==> config.mk <==
export PLATFORM = sky130hd
export DESIGN_NAME = sbc_key_mem
export DESIGN_NICKNAME = d
export VERILOG_FILES = /design/src/sv/sbc_key_mem.sv
export SDC_FILE = /design/constraint.sdc
export NUM_CORES = 2
export LEC_CHECK = 0
export ABC_AREA = 0
export BUFFER_PORTS_ARGS = -buffer_cell sky130_fd_sc_hd__buf_2
export CAP_MARGIN = 10
export CORE_AREA = 2 2 624 502
export DETAILED_ROUTE_END_ITERATION = 10
export DIE_AREA = 0 0 626 504
export PLACE_DENSITY = 0.74
export SYNTH_ARGS = -nofsm -noshare
export SYNTH_HDL_FRONTEND = slang
export SYNTH_SLANG_ARGS = --single-unit
==> constraint.sdc <==
create_clock -name i_clk -period 6.4 [get_ports i_clk]
set_input_delay 0.32 -clock i_clk [delete_from_list [all_inputs] [get_ports i_clk]]
set_output_delay 0.32 -clock i_clk [all_outputs]
set_load 0.02 [all_outputs]
==> src/sv/sbc_key_mem.sv <==
// splitter key memory, one write port and one registered read port
`default_nettype none

module sbc_key_mem #(
    parameter int WIDTH  = 63,
    parameter int DEPTH  = 64,
    parameter int ADDR_W = 6
) (
    input  wire logic              i_clk,
    input  wire logic              i_we,
    input  wire logic [ADDR_W-1:0] i_waddr,
    input  wire logic [WIDTH-1:0]  i_wdata,
    input  wire logic              i_re,
    input  wire logic [ADDR_W-1:0] i_raddr,
    output logic      [WIDTH-1:0]  o_rdata
);

    logic [WIDTH-1:0] r_mem [DEPTH];
    logic [WIDTH-1:0] r_rdata;

    always_ff @(posedge i_clk) begin
        if (i_we) begin
            r_mem[i_waddr] <= i_wdata;
        end
        if (i_re) begin
            r_rdata <= r_mem[i_raddr];
        end
    end

    assign o_rdata = r_rdata;

endmodule

`default_nettype wire

==> impl.org <==
** Timing
- Setup repair after global routing left no endpoint under its margin.
- Setup tns final :: 0 ns
- Static timing analysis puts the maximum clock frequency at 326 MHz.
- Worst Clk Skew :: 0.0410 ns
- The final critical path takes up between 40% and 50% of the cycle.
- Hold violation count in the final report :: 0
- Min cycle time layout :: 3.07 ns
- For the pin with the worst max-slew slack, the measured transition is around 1.3 ns.
- Setup violations remaining at the end of the flow were counted as 0.
- Final max-slew violation count :: 0
- Slew headroom :: roughly 15%

** Yosys
- Top cell type's share of synthesized area :: about four fifths
- Yosys cell types :: 33
- For this run, the number of Yosys warnings is 0.
- Mean instance size in the synthesized netlist :: 23.5 sq um
- sky130_fd_sc_hd__edfxtp_1 is the most common cell in the netlist.
- Area of the mapped netlist :: around 0.15 sq mm
- Leading post-synthesis cells by cell area :: sky130_fd_sc_hd__edfxtp_1 80%, sky130_fd_sc_hd__mux4_2 14%, sky130_fd_sc_hd__o22ai_1 1.2%, sky130_fd_sc_hd__mux2i_1 0.68%, sky130_fd_sc_hd__a211oi_1 0.50%
- Of all flip-flops after synthesis, the portion carrying an async set or reset was 0%.
- The synthesized design contains a little over 4000 register bits.
- Synth top cells by count :: 4095 x sky130_fd_sc_hd__edfxtp_1, 963 x sky130_fd_sc_hd__mux4_2, 299 x sky130_fd_sc_hd__o22ai_1
- Most used DFF post-synth :: sky130_fd_sc_hd__edfxtp_1
- Mapped Nets :: approximately 6600
- Share of synthesized area occupied by flip-flops and latches :: 79.9%
- After technology mapping, the gate count stands at about 6600.
- Of all cell types, the one taking the most synthesized area is sky130_fd_sc_hd__edfxtp_1.
- Count of flip-flops with a built-in enable after synthesis :: about 4100

** Clocking
- Counting the buffers created by CTS gives around 360.
- TritonCTS built the clock tree.
- The longest clock path from root to sink contains 4 buffers.
- The tree built by TritonCTS fans out to 4095 sinks.
- Clock root cell :: sky130_fd_sc_hd__clkbuf_16
- Worst-skew pair later-pin latency :: around 0.90 ns
- Resize count post-CTS :: 0
- CTS clock-pin slew for the worst setup and hold paths :: approximately 0.06 ns
- The H-tree generated during clock tree synthesis spans 5 levels.
- Total setup buffers inserted after CTS :: 0

** Finish
- Layout Area Growth over Synthesis :: 11.9%
- In the final design database the tool counted roughly 7000 nets.
- # fillers :: roughly 22000
- Post-layout instance area :: 0.172 sq mm
- In the final layout, the share of cells above drive strength 1 is 26.3%.

** Worst setup path
- In this run the worst path has a maximum fanout of 30.
- Crit path DAT :: between 3 and 4 ns
- The critical path in this run is classified as in2reg.
- On the worst path, the slowest cell contributes a delay of around 0.86 ns.
- STA puts the critical path data required time at 7.14 ns.
- Cell seen most often among critical-path stages :: sky130_fd_sc_hd__buf_4
- STA classifies the critical path endpoint as a register.
- Dominant delay contributor by cell family on the critical path :: buffers and inverters
- Among all stages on the critical path, the largest delay is contributed by sky130_fd_sc_hd__or3_4.
- Worst-path cell chain :: buf_4 > buf_4 > or3_4 > buf_4 > o22ai_1 > nor4_1 > o22a_1
- Nature of the critical path startpoint :: primary input
- Buffering stage count on the worst path with inverters included :: 3

** Job
- Max-capacitance violation count :: 0

** Place
- DP Wirelength :: between 200000 and 250000 um
- Routability-driven placement finished with a final weighted congestion of slightly above 0.8.
- Dpl cell area :: ~0.16 sq mm
- In this run the tool buffered the top-level ports with between 100 and 150 buffer cells.

** Pwr
- IR analysis of the VDD net gives a maximum drop of 0.000287 V.
- Areal power density over the cells :: roughly 320 mW/mm^2
- The analysis attributes to cell leakage a power of around 0.053 uW.

** GRT
- Entering global routing, the biggest net connects 111 pins.
- Global routing consumed, over all layers together, ~27% of the routing resources.
- Number of antenna violations at the first check in global routing :: 45
- Vias in the first global route :: between 70000 and 80000
- Global route overflow :: 0
- Wire length of the first global-routing pass :: between 500000 and 600000 um

** Detailed routing
- Routed Antenna Nets :: 0
- In the final routed layout, each cell accounts on average for approximately 38 um.
- Starting DRT DRC Count :: between 15000 and 20000
- In the routed layout, each cell is associated on average with a via count of around 6.9.
- DRC violation count after routing :: 0
- After detailed routing, the total wire length is roughly 430000 um.
- The final route contains 78500 vias.
- DR pass1 iterations :: 8

** Floorplan
- The initial utilization of the core area, before any placement, comes to around 50%.
- Overall die height :: approximately 500 um
- In this run the core area contains ~180 standard-cell rows.
- Area of the core region :: 0.309 sq mm
- about 140 I/O pins were placed.
- Die Footprint :: about 0.32 sq mm
- Chip Width :: approximately 630 um

** Hold path
- Path category of the worst min-delay check :: in2reg

** Outcome
- The flow ran to the end, and the final reports show no timing, DRC or antenna violations.
-- sequential cells by signal, indices dropped and copies added (netlist names) --
signal / count
o_rdata: 63
r_mem: 4032
-- cell type report --
cell class / instances / area (sq um) / share of cell area (%)
tap: 4162 / 5210 / 3.02
timing repair buffer: 337 / 2700 / 1.57
sequential: 4095 / 123000 / 71.4
clock inverter: 206 / 2230 / 1.30
multi-input combinational: 2079 / 29700 / 17.2
antenna: 26 / 65.1 / 0.0378
clock buffer: 434 / 9370 / 5.44
-- logic make-up after synthesis --
group / after synthesis / share of synthesized area (%)
flip-flops: 4095 / 79.9
multiplexers: 1067 / 14.8
buffers and inverters: 381 / 1.22
AO/OA/AOI/OAI: 612 / 2.80
AND/OR/NAND/NOR: 400 / 1.32
-- metrics by stage --
step	std cells	utilization, %	power (uW)	worst slack (ns)	hold WS (ns)
6_report	11300	55.7	54300	3.33	0.0776
3_3_place_gp	10700	51.9	32800	2.70	0.834
3_5_place_dp	10700	51.9	32900	2.64	0.814
4_1_cts	11300	55.6	54300	3.55	0.0292
5_1_grt	11300	55.7	55400	3.42	0.0502
2_1_floorplan	6555	-	31800	0.740	0.419
-- timing repair --
action,in CTS,in global routing
setup endpoints to repair,0,0
hold buffers,0,2
endpoints found under the hold margin,0,26
-- cell usage in the layout, fill, tap and decap left out, types with 14 or more instances in the layout --
cell type | synthesis | layout
sky130_fd_sc_hd__nand3_1 | 27 | 26
sky130_fd_sc_hd__buf_4 | 51 | 162
sky130_fd_sc_hd__clkinv_1 | 0 | 80
sky130_fd_sc_hd__nand2_1 | 23 | 17
sky130_fd_sc_hd__a22oi_1 | 50 | 50
sky130_fd_sc_hd__nor2b_1 | 87 | 85
sky130_fd_sc_hd__nor2_1 | 125 | 62
sky130_fd_sc_hd__nor2_4 | 0 | 62
sky130_fd_sc_hd__clkbuf_16 | 0 | 364
sky130_fd_sc_hd__a211oi_1 | 103 | 103
sky130_fd_sc_hd__nor3_1 | 55 | 53
sky130_fd_sc_hd__edfxtp_1 | 4095 | 4095
sky130_fd_sc_hd__nor4_1 | 53 | 53
sky130_fd_sc_hd__o22a_1 | 53 | 53
sky130_fd_sc_hd__buf_2 | 115 | 133
sky130_fd_sc_hd__a21oi_1 | 14 | 14
sky130_fd_sc_hd__mux4_2 | 963 | 963
sky130_fd_sc_hd__buf_12 | 0 | 37
sky130_fd_sc_hd__o22ai_1 | 299 | 299
sky130_fd_sc_hd__clkinv_2 | 0 | 56
sky130_fd_sc_hd__mux2i_1 | 104 | 104
sky130_fd_sc_hd__o221ai_1 | 63 | 63
sky130_fd_sc_hd__diode_2 | 0 | 26
sky130_fd_sc_hd__bufinv_16 | 0 | 45
sky130_fd_sc_hd__clkbuf_1 | 164 | 70
-- power breakdown --
group	total, uW	internal (uW)	switching [uW]
sequential	29900	29800	117
combinational	2510	874	1630
clock	21900	12300	9620
total	54300	42900	11400
-- path summary, 6_finish.rpt --
path                               startpoint           end  slack, ns  cells past startpoint
worst min register to register  r_mem[54][23]   o_rdata[23]       0.91                      4
worst min-delay path               i_wdata[6]  r_mem[53][6]       0.08                      1
worst max register to register  r_mem[37][36]   o_rdata[36]       4.13                      5
worst max-delay path               i_raddr[3]    o_rdata[0]       3.33                      7
-- routing by layer --
metal | vias up | part of all wire, % | GRT usage (%)
li1 | 29000 | - | -
met1 | 41200 | 35 | 38.5
met2 | 7259 | 45 | 40.5
met3 | 998 | 15 | 7.45
met4 | 8 | 4.5 | 10.7
met5 | - | 0.029 | 0.197
No activity file was read; power rests on OpenSTA's default activity.
