===== src/sv/sbc_pkg.sv =====
// shared types and constants of the splitter bin counter
`default_nettype none

package sbc_pkg;

    localparam int KEY_FIELD_W = 63;
    localparam int SIDX_W      = 6;
    localparam int BIN_IDX_W   = 6;
    localparam int COUNT_W     = 32;
    localparam int NBINS_W     = 7;
    localparam int MODE_W      = 2;

    localparam logic [MODE_W-1:0] MODE_LOAD  = 2'd0;
    localparam logic [MODE_W-1:0] MODE_COUNT = 2'd1;
    localparam logic [MODE_W-1:0] MODE_EMIT  = 2'd2;

    typedef struct packed {
        logic [MODE_W-1:0]      mode;
        logic [SIDX_W-1:0]      splitter_index;
        logic [KEY_FIELD_W-1:0] key_value;
    } t_in_item;

    typedef struct packed {
        logic [BIN_IDX_W-1:0] bin_index;
        logic [COUNT_W-1:0]   bin_count;
        logic                 last_bin;
    } t_out_item;

    typedef enum logic [1:0] {
        ST_IDLE,
        ST_SEEK,
        ST_EMIT_RD,
        ST_EMIT_WR
    } t_state;

    // count memory controls
    typedef struct packed {
        logic rd_en;
        logic wr_en;
        logic clr_all;
    } t_cnt_ctl;

endpackage

`default_nettype wire


===== src/sv/sbc_cnt_mem.sv =====
// bin count memory with per-entry valid bits, unwritten entries read as zero
`default_nettype none

module sbc_cnt_mem #(
    parameter int DEPTH  = 64,
    parameter int ADDR_W = 6
) (
    input  wire logic                       i_clk,
    input  wire logic                       i_rst_n,
    input  wire sbc_pkg::t_cnt_ctl          i_ctl,
    input  wire logic [ADDR_W-1:0]          i_waddr,
    input  wire logic [sbc_pkg::COUNT_W-1:0] i_wdata,
    input  wire logic [ADDR_W-1:0]          i_raddr,
    output logic      [sbc_pkg::COUNT_W-1:0] o_rdata
);

    logic [sbc_pkg::COUNT_W-1:0] r_mem [DEPTH];
    logic [sbc_pkg::COUNT_W-1:0] r_rdata;
    logic [DEPTH-1:0]            r_vld;
    logic                        r_rdata_vld;

    always_ff @(posedge i_clk) begin
        if (i_ctl.wr_en) begin
            r_mem[i_waddr] <= i_wdata;
        end
        if (i_ctl.rd_en) begin
            r_rdata <= r_mem[i_raddr];
        end
    end

    always_ff @(posedge i_clk) begin
        if (!i_rst_n) begin
            r_vld       <= '0;
            r_rdata_vld <= 1'b0;
        end else begin
            if (i_ctl.clr_all) begin
                r_vld <= '0;
            end else if (i_ctl.wr_en) begin
                r_vld[i_waddr] <= 1'b1;
            end
            if (i_ctl.rd_en) begin
                r_rdata_vld <= r_vld[i_raddr];
            end
        end
    end

    assign o_rdata = r_rdata_vld ? r_rdata : '0;

endmodule

`default_nettype wire


===== config.mk =====
export PLATFORM = sky130hd
export DESIGN_NAME = sbc_cnt_mem
export DESIGN_NICKNAME = d
export VERILOG_FILES = /design/src/sv/sbc_pkg.sv /design/src/sv/sbc_cnt_mem.sv
export SDC_FILE = /design/constraint.sdc
export NUM_CORES = 2
export LEC_CHECK = 0
export ABC_AREA = 1
export BUFFER_PORTS_ARGS = -buffer_cell sky130_fd_sc_hd__buf_2
export CORE_ASPECT_RATIO = 0.75
export CORE_MARGIN = 1.5
export CORE_UTILIZATION = 45
export DETAILED_ROUTE_END_ITERATION = 16
export PLACE_DENSITY_LB_ADDON = 0.05
export SETUP_SLACK_MARGIN = 0.02
export SLEW_MARGIN = 0
export SYNTH_ARGS = -nofsm -noshare
export SYNTH_HDL_FRONTEND = slang
export SYNTH_SLANG_ARGS = --single-unit

===== constraint.sdc =====
create_clock -name i_clk -period 4.91 [get_ports i_clk]
set_input_delay 0.2455 -clock i_clk [delete_from_list [all_inputs] [get_ports i_clk]]
set_output_delay 0.2455 -clock i_clk [all_outputs]
set_load 0.005 [all_outputs]

==> metrics.md <==
| Metric | Value |
|---|---|
| Outcome | finished clean |
| Leading cell type in the layout, fill and taps excluded | edfxtp_1 |
| Worst Hold Path EP | r_mem[23][0] |
| Via count | 55200 |
| Critical hold path startpoint | i_wdata[0] |
| Simple-gate share of the synthesized area | 0.118 |
| Max VDD drop | 0.306 mV |
| Number of gates resized after cts | 0 |
| Fmax achieved | 319 MHz |
| Mux cell area share after synthesis | 0 |
| Initial drt markers | 7044 |
| Post-Syn Area | 84600 µm² |
| Vias in the first global route | 51400 |
| Skew final | 0.0280 ns |
| Mean Syn Cell Area | 12.6 µm² |
| GRT overflow | 0 |
| Crit-path cells | buf_8, inv_8, buf_12, buf_12, o21ai_0, o22ai_1, nand2_1, nand3_1, nand3_1, nand2_1, nand2_1, nand2_1 |
| Post-synth EDFFs | 2080 |
| Post-DR wirelength/cell | 29.1 µm |
| Row count | 137 |
| Worst path slowest cell | nand3_1 |
| Final instance area | 94600 µm² |
| Final setup fails | 0 |
| CP max FO | 78 |
| Reg2reg path depth | 8 |
| Detailed Routing Iterations Pass 1 | 7 |
| Leak Pwr | 31.1 nW |
| Flops & latches, synth | 2145 |
| Fraction of registers with async set/reset | 0 |
| Post-place instance area | 88100 µm² |
| CP dominant cell by count | nand2_1 |
| Ys flop type | edfxtp_1 |
| Most frequent cells in the layout | edfxtp_1 (2080), nor2_1 (1108), o21ai_0 (849) |
| Worst-margin pin slew | 1.28 ns |
| Synth area leaders | edfxtp_1 (74%), nor2_1 (5.2%), o21ai_0 (5.0%) |
| Starting Density | 0.454 |
| IO buf count | 80 |
| CTS tree | done |
| Ports | 81 |
| Area grow syn2layout | 11.7% |
| Initial antenna violation count | 20 |
| RR Startpoint | r_mem[58][14] |
| Share of the synthesized area in the top cell type | 0.738 |
| Data required, critical path | 5.59 ns |
| First-pass GRT wire length | 386 mm |
| CP arrival | 3.82 ns |
| Min Tclk post-route | 3.14 ns |
| Hold path depth | 1 |
| R2R setup slack | 2.63 ns |
| H-tree levels | 4 |
| Core area | 186000 µm² |
| Slew margin rel. | 0.146 |
| CTS clk-pin slew, worst paths | 0.06 ns |
| CTS Sinks | 2145 |
| RSZ-0062 raised after global routing | false |
| CP Capture Type | register |
| MaxCap Viol Count | 0 |
| Post-CTS Hold Buffers | 4 |
| CP Launch Type | input pin |
| Cells after Synth | 6725 |
| Post-Synth XOR/XNOR Area | 0 |
| Dpl hpwl | 145 mm |
| Longest Clk Path Bufs | 3 |
| Synthesis Warnings | 0 |
| Most area-hungry cell type in the Yosys netlist | edfxtp_1 |
| Hold Fails Final Rpt | 0 |
| Synth Area in Compound Gates | 0.0963 |
| Setup TNS | 0 ns |
| Largest net degree at the start of global routing | 161 |
| Power per Cell Area | 405 nW/µm² |
| Cell variety after synth | 22 |
| Critical path type | input pin to register |
| Adder-cell area share of the yosys netlist | 0 |
| Post-DRT Antenna Nets | 0 |
| Hold Path Class | input pin to register |
| Worst-skew pair later-pin latency | 0.84 ns |
| CTS buffer count | 205 |
| Height of the die | 379 µm |
| R2R Path End | r_rdata[14] |
| Fraction of layout cells with a size suffix above 1 | 0.0869 |
| Final wirelength | 273 mm |
| Nets | 6769 |
| Final period util | 0.639 |
| Placer congestion estimate | 0.829 |
| Die ar. | 191000 µm² |
| Post-CTS Setup Bufs | 0 |
| Fin. max-slew vios | 0 |
| Mapped Nets | 6774 |
| Seq/Total Area, Yosys | 0.753 |
| Total Routing Usage GR | 0.282 |
| Post-DR vias/cell | 5.87 |
| Root Driver | clkbuf_16 |
| Remaining DRCs | 0 |
| Largest family of logic cells by synthesized area | simple AND/OR/NAND/NOR gates |
| Crit-path max cell delay | 0.62 ns |
| Die Wd | 504 µm |
-- worst max-delay path: cells and delay by family --
kind	cells	cell delay (ns)
simple gates	6	1.52
buf+inv	4	1.44
compound gates	2	0.29
-- cells by family (layout without fill, tap and decap cells) --
family          after synthesis  after routing
compound gates             1508           1508
buf+inv                     569            738
flops                      2145           2145
other cells                   0              4
simple gates               2503           2503
-- cells in the mapped netlist, types with 14 or more instances --
cell / instances
edfxtp_1: 2080
nor2_1: 1172
o21ai_0: 849
nand2_1: 827
nand3_1: 489
o22ai_1: 484
clkbuf_1: 231
o21ai_1: 147
buf_2: 117
inv_1: 94
dfxtp_1: 65
buf_1: 41
buf_4: 41
buf_6: 32
a21oi_1: 28
nor3_1: 14
-- per-layer routing --
layer	GRT usage	routed length (µm)	vias to the layer above
met4	0.0683	6170	2
met2	0.418	120000	2284
met3	0.0658	25300	314
met5	0	13	-
met1	0.421	122000	28000
li1	-	-	24500
-- stage by stage --
step / total power, mW / worst slack (ns) / std cells / hold WS (ns) / utilization
global placement: 23.1 / 1.16 / 9011 / 0.450 / 0.473
detailed placement: 23.1 / 1.16 / 9011 / 0.458 / 0.473
global route: 39.4 / 1.74 / 9398 / 0.0579 / 0.508
CTS: 38.5 / 1.77 / 9396 / 0.0231 / 0.508
floorplan: 21.9 / 2.33 / 6725 / 0.344 / -
finish: 38.3 / 1.77 / 9400 / 0.0652 / 0.508
-- worst max path at each step --
stage | startpoint | to | slack, ns | cells past startpoint
final | i_raddr[1] | r_rdata[14] | 1.77 | 12
after floorplan | i_ctl[1] | r_mem[55][0] | 2.33 | 4
after detailed placement | i_raddr[1] | r_rdata[14] | 1.16 | 12
after global routing | r_rdata_vld | o_rdata[19] | 1.74 | 3
after CTS | r_rdata_vld | o_rdata[20] | 1.77 | 4
after global placement | i_raddr[1] | r_rdata[7] | 1.16 | 12
-- flip-flops by register name (all words and copies together), names as in the netlist --
signal,flops
r_mem,2048
r_vld,64
r_rdata,32
r_rdata_vld,1
-- power by group --
| part | switching, mW | internal (mW) | total (mW) |
|---|---|---|---|
| Sequential | 0.0535 | 20.2 | 20.3 |
| Combinational | 1.90 | 0.559 | 2.46 |
| Clock | 6.89 | 8.71 | 15.6 |
| Total | 8.84 | 29.5 | 38.3 |
-- cell type report --
class	count	area [µm²]
diodes	4	10.0
clock buffers	284	5750
clock inverters	97	731
fillers	16200	91700
inverters	98	405
multi-input cells	4011	18700
flip-flops and latches	2145	63800
well taps	2502	3130
repair buffers	259	2130
Power figures use the tool's default switching activity.
